[src/hw/rtl/assert_macros.svh]
// Assertion macros for the RTL files.
`ifndef ASSERT_MACROS_SVH
`define ASSERT_MACROS_SVH
`ifndef SYNTHESIS
`define ASSERT_IMP(label, clk, rst, ante, cons) \
   label: assert property (@(posedge clk) disable iff (rst) (ante) |-> (cons)) \
      else $error("assertion failed");
`define ASSERT_NXT(label, clk, rst, ante, cons) \
   label: assert property (@(posedge clk) disable iff (rst) (ante) |=> (cons)) \
      else $error("assertion failed");
`else
`define ASSERT_IMP(label, clk, rst, ante, cons)
`define ASSERT_NXT(label, clk, rst, ante, cons)
`endif
`endif

[src/hw/rtl/ebur_pkg.sv]
// Types and constants of the Burmann error function pipeline.
`timescale 1ns / 1ps
package ebur_pkg;
   localparam int SERIES_TERMS = 12;
   localparam int SQRT_STEPS = 29;
   localparam logic [32:0] ONE_Q32 = 33'h1_0000_0000;
   localparam logic [30:0] LOG2E_Q30 = 31'd1549082005;
   localparam logic [31:0] LN2_Q32 = 32'd2977044472;
   localparam logic [29:0] K1_Q32 = 30'd751184501;
   localparam logic [27:0] K2_Q32 = 28'd206575738;
   localparam logic [16:0] MAG_MAX = 17'd32767;
   localparam logic [7:0] SHIFT_MAX = 8'd32;

   typedef struct packed {
      logic [31:0] g;
      logic [32:0] p;
      logic [7:0]  n;
   } ebur_lane_type;

   typedef struct packed {
      logic                valid;
      logic                neg;
      ebur_lane_type [1:0] lane;
   } ebur_cell_type;

   typedef struct packed {
      logic        valid;
      logic        neg;
      logic [32:0] f;
   } ebur_side_type;
endpackage

[src/hw/rtl/ebur_sqrt.sv]
// Pipelined bit-by-bit integer square root, one result bit per stage.
`timescale 1ns / 1ps
module ebur_sqrt import ebur_pkg::*; (
   input  logic          clock,
   input  logic          reset,
   input  logic          en,
   input  logic [56:0]   v_in,
   input  ebur_side_type side_in,
   output logic [28:0]   root,
   output ebur_side_type side_out
);
   logic [56:0]   v_ff   [SQRT_STEPS];
   logic [56:0]   res_ff [SQRT_STEPS];
   ebur_side_type side_ff [SQRT_STEPS];
   logic [56:0]   v_cur  [SQRT_STEPS];
   logic [56:0]   res_cur [SQRT_STEPS];
   logic [56:0]   v_in_s [SQRT_STEPS];
   logic [56:0]   res_in [SQRT_STEPS];
   ebur_side_type side_cur [SQRT_STEPS];

   for (genvar j = 0; j < SQRT_STEPS; j++) begin : g_step
      localparam logic [56:0] BITV = 57'd1 << (2 * (SQRT_STEPS - 1 - j));
      logic [56:0] trial;
      if (j == 0) begin : g_first
         assign v_cur[j] = v_in;
         assign res_cur[j] = '0;
         assign side_cur[j] = side_in;
      end else begin : g_rest
         assign v_cur[j] = v_ff[j-1];
         assign res_cur[j] = res_ff[j-1];
         assign side_cur[j] = side_ff[j-1];
      end
      always_comb begin
         trial = res_cur[j] + BITV;
         if (v_cur[j] >= trial) begin
            v_in_s[j] = v_cur[j] - trial;
            res_in[j] = (res_cur[j] >> 1) + BITV;
         end else begin
            v_in_s[j] = v_cur[j];
            res_in[j] = res_cur[j] >> 1;
         end
      end
      always_ff @(posedge clock) begin
         if (reset) begin
            side_ff[j].valid <= 1'b0;
         end else if (en) begin
            side_ff[j] <= side_cur[j];
            v_ff[j] <= v_in_s[j];
            res_ff[j] <= res_in[j];
         end
      end
   end

   assign root = res_ff[SQRT_STEPS-1][28:0];
   assign side_out = side_ff[SQRT_STEPS-1];
endmodule

[config.mk]
export PLATFORM = sky130hd
export DESIGN_NAME = ebur_sqrt
export DESIGN_NICKNAME = d
export VERILOG_FILES = /design/src/hw/rtl/assert_macros.svh /design/src/hw/rtl/ebur_pkg.sv /design/src/hw/rtl/ebur_sqrt.sv
export SDC_FILE = /design/constraint.sdc
export NUM_CORES = 2
export LEC_CHECK = 0
export BUFFER_PORTS_ARGS = -buffer_cell sky130_fd_sc_hd__buf_2
export CAP_MARGIN = 15
export CORE_MARGIN = 2
export CORE_UTILIZATION = 40
export DETAILED_ROUTE_END_ITERATION = 10
export MAX_ROUTING_LAYER = met4
export PLACE_DENSITY = 0.59
export SLEW_MARGIN = 10
export SYNTH_ARGS = -nofsm -noshare
export SYNTH_HDL_FRONTEND = slang
export SYNTH_MEMORY_MAX_BITS = 65536
export SYNTH_SLANG_ARGS = --single-unit
[constraint.sdc]
create_clock -name clock -period 209.1 [get_ports clock]
set_clock_uncertainty 0.15 [all_clocks]
set_input_delay 20.91 -clock clock [delete_from_list [all_inputs] [get_ports clock]]
set_output_delay 20.91 -clock clock [all_outputs]
set_load 0.005 [all_outputs]
Word level (Yosys, flattened, before mapping) --
Memory sizes are Yosys's and may differ from the RTL's. Index checks and enable logic that the tools add are counted. W data, S select, Z words.
Word-level totals: input bits 95, word-level logic and storage cells 238, bits in registers 0, memories 3, bits in writable memories 4321
Memories:
- res_ff | words 29, width 57, read ports 29, clocked after memory_dff 0, write ports 29, line ebur_sqrt.sv:13 | logic [56:0] res_ff [SQRT_STEPS];
- v_ff | words 29, width 57, read ports 28, clocked after memory_dff 0, write ports 29, line ebur_sqrt.sv:12 | logic [56:0] v_ff [SQRT_STEPS];
- side_ff | words 29, width 35, read ports 29, clocked after memory_dff 0, write ports 29, line ebur_sqrt.sv:14 | ebur_side_type side_ff [SQRT_STEPS];
Operators by class: multiplexer cells 92, add/sub/neg operators 85, bitwise gates (word level) 29, $lt $le $gt $ge 29
Operators by type and width (number):
- $mux W57 | 58
- $ge A57 B57 Y1 | 28
- $sub A57 B57 Y57 | 28
- $add A56 B1 Y57 const B | 1
- $add A56 B11 Y57 const B | 1
- $add A56 B13 Y57 const B | 1
- $add A56 B15 Y57 const B | 1
- $add A56 B17 Y57 const B | 1
- $add A56 B19 Y57 const B | 1
- $add A56 B21 Y57 const B | 1
- $add A56 B23 Y57 const B | 1
- $add A56 B25 Y57 const B | 1
- $add A56 B27 Y57 const B | 1
- $add A56 B29 Y57 const B | 1
- $add A56 B3 Y57 const B | 1
- $add A56 B31 Y57 const B | 1
- $add A56 B33 Y57 const B | 1
- $add A56 B35 Y57 const B | 1
- $add A56 B37 Y57 const B | 1
- $add A56 B39 Y57 const B | 1
- $add A56 B41 Y57 const B | 1
- $add A56 B43 Y57 const B | 1
- $add A56 B45 Y57 const B | 1
- $add A56 B47 Y57 const B | 1
- other kinds (39) | 100

Logic depth before layout (Yosys ltp) --
depth in word-level cells 4, depth in mapped cells 14, gate-level depth less buffers 12

Worst setup path after synthesis --
No wires, ideal clock.
kind input -> register, start input en, end memory side_ff[0][104] (netlist bit) (data pin), buffers on the path 1, setup slack 101446 ps, library setup time 521 ps, arrival 106983 ps, data required time 208429 ps, cell stages on the path 3, cell sequence nor2b_1 clkbuf_1 and2_1
RTL lines:
- from (decl) | line ebur_sqrt.sv:6 | input logic en,
- to (decl) | line ebur_sqrt.sv:14

==> metrics.csv <==
metric;value;unit
Slew Limit Fails;0;
Syn-to-layout area delta;13.3;%
Setup crit end kind;flip-flop;
critical path arrival;27.59;ns
period utilization;13.0;%
core area;318000;um^2
Final setup viols;0;
commonest cells after routing, fill and taps aside;3,046 x edfxtp_1, 582 x inv_1, 514 x nand2_1, 492 x nor2_1, 465 x a21oi_1;
Final Non-Filler Cells;13600;
DP Area;134000;um^2
Vias/cell;5.19;
outcome;completed;
first drt pass iteration count;6;
# IOs;159;
Post-CTS Resized;0;
hold buffer count at cts;0;
via count;70700;
DRC violations left;0;
vias in the first global route;72000;
synthesized net count;9311;
startpoint types;input pin;
Post-Synthesis Cell Area;127000;um^2
total CTS buffers;329;
post-synth cell types;82;
share of cells above drive strength 1;8.88;%
Root Buffer;clkbuf_16;
maxcap violations;0;
CP startpoint;reset;
Final Hold Vio Count;0;
initial antenna violation count;5;
GRT Overall Usage;17.3;%
Synth async-reset ratio;0;%
slew at the pin with the worst max-slew slack;1.11;ns
unrepaired setup endpoints after global routing;no;
commonest non-fill, non-tap cell in the layout;edfxtp_1;
Post-synth EDFFs;3046;
Clock Sink Count;3046;
Nets;9721;
Initial Util;40.1;%
Rows;207;
IO Port Bufs;158;
WL final;276000;um
FF-to-FF Start;v_ff[1][522]$_DFFE_PP_;
Synth warnings;0;
Setup Total Neg Slack;0;ns
maximum vdd ir drop;0.00000660;V
post-synthesis cell count;8756;
CTS H-Tree Depth;5;
dominant synthesized flop cell;edfxtp_1;
Final Instance Area;144000;um^2
Die Span Y;569;um
Hold Startpoint;side_ff[0][465]$_DFFE_PP_;
register area share after synthesis;71.8;%
worst relative slew slack;25.8;%
fmax;0.0367;GHz
dpl hpwl;200000;um
Placer Congestion;0.924;
Required @ worst endpoint;209.48;ns
pin count of the biggest net entering global routing;186;
buffer count from post-CTS setup fixing;0;
fin util;45.5;%
clock latency on the worst-skew pair;0.92;ns
crit path max fanout;165;
# placed instances;13000;
Worst Hold Class;reg2reg;
Crit Path Class;in2reg;
die area;323000;um^2
Pleak;50.9;nW
DRT iter0 DRCs;5758;
CTS tree;done;
antenna-violating nets left;0;
Tmin final;27.22;ns
clk slew on worst S/H paths;0.06;ns
tightest hold margin;0.247;ns
Avg Synthesized Cell Area;14.6;um^2
CTS max path bufs;4;
number of synthesized register bits;3046;
die width;569;um
P per Cell Area;9.73;nW/um^2
global-route wire length before repair;423000;um
WL/cell;20.2;um
total grt overflow;0;
[cell usage after synthesis, types with 35 or more instances]
| cell | n | area, um^2 |
|---|---|---|
| and2_1 | 57 | 357 |
| clkbuf_1 | 124 | 465 |
| a21oi_1 | 467 | 2340 |
| nor4_1 | 250 | 1560 |
| o31ai_1 | 40 | 300 |
| nor2_1 | 492 | 1850 |
| nor3_1 | 230 | 1150 |
| o21a_1 | 89 | 668 |
| a21o_1 | 165 | 1240 |
| o21ai_0 | 406 | 2030 |
| mux2_2 | 52 | 586 |
| xor2_1 | 331 | 2900 |
| or2_2 | 42 | 263 |
| and3_1 | 35 | 219 |
| or3_1 | 90 | 563 |
| nor4b_1 | 37 | 324 |
| o21bai_1 | 44 | 330 |
| nand3_1 | 140 | 701 |
| a31oi_1 | 51 | 319 |
| nor2b_1 | 56 | 350 |
| nand2b_1 | 74 | 463 |
| or4_1 | 72 | 541 |
| edfxtp_1 | 3046 | 91500 |
| nand4_1 | 121 | 757 |
| nand2_1 | 514 | 1930 |
| inv_1 | 582 | 2180 |
| ha_1 | 460 | 5760 |
| xnor2_1 | 332 | 2910 |
[state kept, by name, indices dropped and copies added, names as in the netlist]
register / flops
v_ff: 1596
side_ff: 1015
res_ff: 435
[stage by stage]
stage / power (mW) / worst slack [ns]
after floorplan: 0.904 / 101.45
after global placement: 0.837 / 181.06
after detailed placement: 0.839 / 180.82
after CTS: 1.42 / 181.86
after global routing: 1.46 / 181.31
final: 1.41 / 181.89
[report_power, final]
part	internal, mW	leakage (nW)	switching [mW]	total (mW)
combinational	0.0382	17.2	0.0636	0.102
clock	0.343	5.24	0.236	0.579
sequential	0.707	28.5	0.0176	0.725
[kinds of logic (layout without fill, tap and decap cells)]
| logic type | count (synthesis) | in the layout | share of synthesized area [%] |
|---|---|---|---|
| AOI/OAI and AO/OA | 1497 | 1497 | 7.21 |
| other | 1 | 12 | 0.00294 |
| muxes | 59 | 59 | 0.514 |
| and+or+nand+nor | 2300 | 2300 | 9.28 |
| buffers and inverters | 730 | 1402 | 2.16 |
| xor gates and xnor gates | 663 | 663 | 4.56 |
| DFF | 3046 | 3046 | 71.8 |
| adders and majority gates | 460 | 460 | 4.52 |
[critical path, cell delays in order]
cell,delay (ns)
buf_2,0.12
nor2b_4,0.09
buf_4,0.55
buf_4,0.80
buf_4,0.79
buf_4,0.80
buf_4,0.71
buf_12,0.65
buf_4,0.90
buf_4,0.79
[final cells by class]
class                      instances  area [um^2]
antenna                           11         27.5
clock buffer                     395         8650
clock inverter                   198         2210
fill                           27700       173000
inverter                         584         2190
multi-input combinational       4980        33300
sequential                      3046        91500
tap                             4180         5230
timing repair buffer             225         1360
[per-layer routing]
metal  global-route usage (%)  vias up  wire length [um]
li1                         -    34000                 -
met1                     19.0    34600            108000
met2                     31.1     1552            145000
met3                     2.60      568             11100
met4                     7.32        0             12200
met5                        -        -                 0
[final timing paths]
path	end	slack (ns)	depth (start not counted)
max	side_ff[1][253]$_DFFE_PP_	181.89	10
min	side_ff[0][500]$_DFFE_PP_	0.25	0
max reg2reg	v_ff[1][613]$_DFFE_PP_	204.02	12
min reg2reg	side_ff[0][500]$_DFFE_PP_	0.25	0
No activity file was read; power rests on OpenSTA's default activity.
